$ cat src/sv/svpwm_pkg.sv
// ----------------------------------------------------------------------------
// svpwm_pkg
// Shared types, constants and the sine kernel of the space vector PWM block.
// ----------------------------------------------------------------------------
package svpwm_pkg;

    localparam int CFG_IDX_W   = 1;
    localparam int CFG_DATA_W  = 16;

    localparam logic [CFG_IDX_W-1:0] REG_SUPPLY = 1'b0;
    localparam logic [CFG_IDX_W-1:0] REG_PERIOD = 1'b1;

    localparam logic [15:0] SUPPLY_RESET = 16'd12000;
    localparam logic [15:0] PERIOD_RESET = 16'd4800;

    localparam int QUEUE_DEPTH = 4;
    localparam int QUEUE_AW    = 2;

    localparam logic [16:0] SQ3_Q16 = 17'd113512;

    localparam logic [2:0] SECTOR_1 = 3'd1;
    localparam logic [2:0] SECTOR_2 = 3'd2;
    localparam logic [2:0] SECTOR_3 = 3'd3;
    localparam logic [2:0] SECTOR_4 = 3'd4;
    localparam logic [2:0] SECTOR_5 = 3'd5;
    localparam logic [2:0] SECTOR_6 = 3'd6;

    localparam logic [2:0] SIGN_TO_SECTOR [8] = '{
        SECTOR_2, SECTOR_2, SECTOR_6, SECTOR_1,
        SECTOR_4, SECTOR_3, SECTOR_5, SECTOR_2
    };

    localparam logic [63:0] Q30_ONE = 64'd1073741824;
    localparam logic [63:0] K1 = 64'd1686629713;
    localparam logic [63:0] K3 = 64'd693598671;
    localparam logic [63:0] K5 = 64'd85569306;
    localparam logic [63:0] K7 = 64'd5026995;
    localparam logic [63:0] K9 = 64'd172272;

    typedef struct packed {
        logic signed [15:0] uq;
        logic signed [16:0] sn;
        logic signed [16:0] cs;
    } t_mid;

    // Q15 sine of a turn fraction in Q32, odd polynomial on the quadrant
    function automatic logic signed [16:0] sine_q15(input logic [63:0] t);
        logic [1:0]  q;
        logic [63:0] r;
        logic [63:0] u;
        logic [63:0] u2;
        logic [63:0] p;
        logic [63:0] s;
        q  = t[31:30];
        r  = {34'd0, t[29:0]};
        u  = q[0] ? (Q30_ONE - r) : r;
        u2 = (u * u) >> 30;
        p  = K7 - ((u2 * K9) >> 30);
        p  = K5 - ((u2 * p) >> 30);
        p  = K3 - ((u2 * p) >> 30);
        p  = K1 - ((u2 * p) >> 30);
        s  = (u * p) >> 30;
        s  = (s + 64'd16384) >> 15;
        if (s > 64'd32768) begin
            s = 64'd32768;
        end
        return q[1] ? -17'(s) : 17'(s);
    endfunction

endpackage

$ cat src/sv/svpwm_if.sv


interface svpwm_mid_if;
    import svpwm_pkg::*;
    logic valid;
    logic ready;
    t_mid data;

    modport source (output valid, output data, input ready);
    modport sink   (input valid, input data, output ready);
endinterface


$ cat src/sv/svpwm_queue.sv
// ----------------------------------------------------------------------------
// svpwm_queue
// Short FIFO between the front and the back.
// ----------------------------------------------------------------------------
module svpwm_queue (
    input  logic        i_clk,
    input  logic        i_rst_n,
    svpwm_mid_if.sink   i_mid,
    svpwm_mid_if.source o_mid
);
    import svpwm_pkg::*;

    t_mid                r_mem [QUEUE_DEPTH];
    logic [QUEUE_AW-1:0] r_wp;
    logic [QUEUE_AW-1:0] r_rp;
    logic [QUEUE_AW:0]   r_cnt;
    logic                push;
    logic                pop;

    assign i_mid.ready = r_cnt < (QUEUE_AW + 1)'(QUEUE_DEPTH);
    assign o_mid.valid = r_cnt != '0;
    assign o_mid.data  = r_mem[r_rp];
    assign push        = i_mid.valid && i_mid.ready;
    assign pop         = o_mid.valid && o_mid.ready;

    always_ff @(posedge i_clk) begin
        if (!i_rst_n) begin
            r_wp  <= '0;
            r_rp  <= '0;
            r_cnt <= '0;
        end else begin
            if (push) begin
                r_wp <= r_wp + 1'b1;
            end
            if (pop) begin
                r_rp <= r_rp + 1'b1;
            end
            r_cnt <= r_cnt + (QUEUE_AW + 1)'(push) - (QUEUE_AW + 1)'(pop);
        end
    end

    always_ff @(posedge i_clk) begin
        if (push) begin
            r_mem[r_wp] <= i_mid.data;
        end
    end
endmodule

$ cat src/flat_wrapper.sv
// flat-port wrapper written by rule: the top's interface ports become plain ports
module svpwm_queue_flat import svpwm_pkg::*;
  (i_clk, i_rst_n, i_mid_valid, i_mid_data, i_mid_ready, o_mid_valid, o_mid_data, o_mid_ready);
  svpwm_mid_if i_mid_i ();
  svpwm_mid_if o_mid_i ();
  input  logic i_clk;
  input  logic i_rst_n;
  input wire logic [$bits(i_mid_i.valid)-1:0] i_mid_valid;
  input wire logic [$bits(i_mid_i.data)-1:0] i_mid_data;
  output wire logic [$bits(i_mid_i.ready)-1:0] i_mid_ready;
  output wire logic [$bits(o_mid_i.valid)-1:0] o_mid_valid;
  output wire logic [$bits(o_mid_i.data)-1:0] o_mid_data;
  input wire logic [$bits(o_mid_i.ready)-1:0] o_mid_ready;
  assign i_mid_i.valid = i_mid_valid;
  assign i_mid_i.data = i_mid_data;
  assign i_mid_ready = i_mid_i.ready;
  assign o_mid_valid = o_mid_i.valid;
  assign o_mid_data = o_mid_i.data;
  assign o_mid_i.ready = o_mid_ready;
  svpwm_queue u_core (.i_clk(i_clk), .i_rst_n(i_rst_n), .i_mid(i_mid_i), .o_mid(o_mid_i));
endmodule
$ cat config.mk
export PLATFORM = sky130hd
export DESIGN_NAME = svpwm_queue_flat
export DESIGN_NICKNAME = d
export VERILOG_FILES = /design/src/sv/svpwm_pkg.sv /design/src/sv/svpwm_if.sv /design/src/sv/svpwm_queue.sv /design/src/flat_wrapper.sv
export SDC_FILE = /design/constraint.sdc
export NUM_CORES = 1
export LEC_CHECK = 0
export ABC_CLOCK_PERIOD_IN_PS = 2370
export BUFFER_PORTS_ARGS = -buffer_cell sky130_fd_sc_hd__buf_2
export CORE_ASPECT_RATIO = 1.5
export CORE_UTILIZATION = 35
export CTS_BUF_LIST = sky130_fd_sc_hd__clkbuf_16
export CTS_CLUSTER_DIAMETER = 60
export DETAILED_ROUTE_END_ITERATION = 10
export REMOVE_ABC_BUFFERS = 1
export SLEW_MARGIN = 20
export SYNTH_ARGS = -nofsm -noshare
export SYNTH_HDL_FRONTEND = slang
export SYNTH_SLANG_ARGS = --single-unit
$ cat constraint.sdc
create_clock -name i_clk -period 2.37 [get_ports i_clk]
set_clock_uncertainty 0.15 [all_clocks]
set_input_delay 0.3555 -clock i_clk [delete_from_list [all_inputs] [get_ports i_clk]]
set_output_delay 0.3555 -clock i_clk [all_outputs]
set_load 0.005 [all_outputs]
==> parameters.txt <==
Parameter                              Value

Layout
  Filler cell count ... 1,853
  Number of nets in the layout ... 555
  Combined area of the multi-input logic cells ... 0.00138 sq mm
  Share of layout cells above drive strength 1 ... 41.7%
  Final cell utilization of the core ... 45.6%
  Synth-to-Final Area Change ... 28.0%
  Number of antenna cells inserted ... 0
  Register cell area after layout ... ~0.0062 sq mm

Yosys
  Number of warnings printed during yosys synthesis ... 0
  Post-synthesis sequential area ratio ... roughly four fifths
  Leading area contributor after synthesis ... edfxtp_1
  Primary flip-flop cell chosen by synthesis mapping ... edfxtp_1
  Area contributors post-synth ... edfxtp_1 (78%), mux4_2 (15%), dfxtp_1 (2.3%)
  Combinational family with the most area after synthesis ... multiplexers
  Post-synth top area share ... approximately 78%
  Fraction of registers with async set or reset after synthesis ... 0%
  Multiplexer area fraction after synthesis ... approximately 15%
  Synthesized area per cell ... approximately 25 sq um
  Post-synthesis adder-cell area fraction ... ~1.2%
  Leading cell type by number of instances after synthesis ... edfxtp_1
  Number of distinct standard cells referenced by the synthesized netlist ... 17
  Synth Area in Simple Gates ... 1.12%
  Number of register bits inferred by synthesis ... 209
  Post-synth top cells ... edfxtp_1 (200), mux4_2 (50), and2_1 (9), dfxtp_1 (9), inv_1 (7)
  Cell area after technology mapping ... 0.00774 sq mm
  Synth Instances ... 308
  Number of synthesized flops with an enable pin ... 200
  Synth Area in XOR/XNOR ... 0.566%
  Fraction of the mapped netlist area in compound gates ... less than 1%

Global route
  Aggregate global-route resource usage ... 13.3%
  GR Overflow Total ... 0
  Vias in the first global route ... 4,161
  Antenna violations before repair ... 0
  Wire length of the first global-routing pass ... 22,400 um
  Maximum number of pins on one net before global-route repair ... 35

Setup path
  Startpoint type of the worst setup path ... register
  Slack of the worst reg-to-reg path ... 0.11 ns
  Kind of end point of the critical path ... primary output
  Largest fanout on the critical path ... 8
  Required @ worst endpoint ... 1.86 ns
  Worst Reg2Reg Path Length in Cells ... 8
  Crit Path Class ... reg -> out
  Startpoint of the worst-slack reg-to-reg timing path ... u_core.r_cnt[2]$_SDFF_PN0_
  Arrival time of data at the critical path endpoint ... 1.84 ns
  Destination of the worst register-to-register timing path ... u_core.r_cnt[2]$_SDFF_PN0_

CTS
  Cts bufs inserted ... 21
  Clock transition time at the flip-flop clock pins of the worst setup and hold paths ... approximately 0.06 ns
  Clock tree root buffer cell ... clkbuf_16
  Number of H-tree levels ... 1
  Longest Clk Path Bufs ... 3
  Clock latency on the worst-skew pair ... 0.49 ns
  Clk sinks ... 209
  CTS tree ... done

Drt
  DRC violations left ... 0
  Number of vias after detailed routing ... 3,711
  Vias per inst ... 4.76
  Final Routed Wirelength ... 14,900 um
  Average wire per standard cell ... approximately 19 um
  DR pass1 iterations ... 4
  Iteration-0 DRC count of the detailed router ... 136
  Final ANT Viol Nets ... 0

STA
  Setup violations, final ... 0
  Highest clock rate ... 426 MHz
  Worst setup slack after layout ... 0.0235 ns
  Hold slack ... 0.0161 ns
  Number of max-slew violations in the final report ... 0
  Worst slew pin tran ... 0.475 ns
  Remaining max-slew budget at the tightest pin ... 68.3%
  Tmin final ... roughly 2.3 ns
  Count of final hold-check violations ... 0
  RSZ-0062 raised after global routing ... true
  Final worst path period share ... 99.0%

Job
  Max_cap viols ... 0

Floorplan
  Core area ... 0.0217 sq mm
  Width of the die ... between 100 and 150 um
  Overall die area ... 0.0227 sq mm
  Height of the die ... between 150 and 200 um
  Starting density of the core ... a little over a third
  Count of standard-cell rows ... 66
  Top-level port count ... 106

Placed design
  Number of I/O port buffers ... 105
  Worst-case setup slack after placement ... about 0.11 ns
  Placed wire-length estimate ... 8780 um
  Routability Congestion ... roughly 0.66

Hold path
  Startpoint of the lowest-slack hold path ... i_rst_n
  Count of cells along the worst hold path ... 2
  Worst min-delay path class ... in -> reg
  Hold path endpoint ... u_core.r_wp[0]$_SDFFE_PN0N_

Power
  Peak supply drop ... about 0.65 mV
  Power per unit of standard cell area ... 999 mW/mm^2
  Leakage component of the power ... 3.39 nW

Outcome
  Status ... completed
worst max-delay path by stage:
stage	cells after the start	end	slack, ns	startpoint
6_report	4	o_mid_data[11]	0.02	register
2_1_floorplan	1	o_mid_data[0]	-0.96	register
3_3_place_gp	8	u_core.r_cnt[2]$_SDFF_PN0_	0.19	u_core.r_cnt[2]$_SDFF_PN0_
5_1_grt	4	o_mid_data[5]	-0.02	register
4_1_cts	3	o_mid_data[11]	-0.04	register
3_5_place_dp	8	u_core.r_cnt[2]$_SDFF_PN0_	0.11	u_core.r_cnt[2]$_SDFF_PN0_
layout make-up:
| cell class | instances | share of cell area (%) |
|---|---|---|
| Timing Repair Buffer | 176 | 13.6 |
| Clock buffer | 21 | 5.31 |
| Inverter | 7 | 0.265 |
| Tap cell | 272 | 3.44 |
| Sequential cell | 209 | 62.5 |
| Clock inverter | 16 | 0.897 |
| Multi-Input combinational cell | 79 | 14.0 |
stage by stage:
stage	TNS, ns	instance area (sq um)	total power, mW	cells
after floorplan	-77.17	7590	5.87	295
after global placement	0	8660	6.77	686
after detailed placement	0	8660	6.84	686
after CTS	-0.135	9780	9.88	774
after global routing	-0.240	9900	10.4	780
final	0	9900	9.89	780
layout by cell type (no fill, tap or decap), types with 5 or more instances in the layout:
master | netlist | routed
dlygate4sd3_1 | 0 | 50
buf_2 | 6 | 105
clkinv_2 | 0 | 6
ha_1 | 6 | 6
buf_4 | 0 | 8
edfxtp_1 | 200 | 200
buf_12 | 5 | 8
inv_1 | 7 | 10
clkbuf_16 | 0 | 24
dfxtp_1 | 9 | 7
and2_1 | 9 | 5
xnor2_1 | 5 | 5
mux4_2 | 50 | 50
kinds of logic after synthesis:
group | Yosys count
AO/OA/AOI/OAI | 2
XOR/XNOR | 5
adder cells (fa/ha/maj) | 7
buffers and inverters | 20
flip-flops | 209
multiplexers | 51
AND/OR/NAND/NOR | 14
repair_timing:
action / 4_1_cts / 5_1_grt
hold buffers: 50 / 0
cloned: 0 / 3
setup buffers: 1 / 3
endpoints found under the hold margin: 200 / 0
setup endpoints to repair: 38 / 28
resized for setup: 0 / 3
where the power goes:
part | switching [mW] | internal, mW | leakage (nW)
combinational | 1.06 | 1.31 | 1.17
sequential | 0.106 | 4.47 | 1.90
clock | 1.32 | 1.62 | 0.316
metal layers:
metal  global-route usage [%]  share of wire, %  vias to the layer above
li1                         -                 -                     1665
met1                     15.3                38                     1940
met2                     24.7                56                       80
met3                     1.99               3.9                       26
met4                     4.63               2.7                        0
met5                        0                 0                        -
flip-flops by register name, indices dropped and copies added, names as in the netlist, named ones only:
signal and cells:
u_core.r_mem 200, u_core.r_cnt 3, u_core.r_wp 2, u_core.r_rp 2
critical path: stages, from the launching register on:
cell and delay (ns):
dfxtp_4 0.36, buf_12 0.14, buf_12 0.15, mux4_2 0.53, buf_2 0.15
No activity file was read; power rests on OpenSTA's default activity.
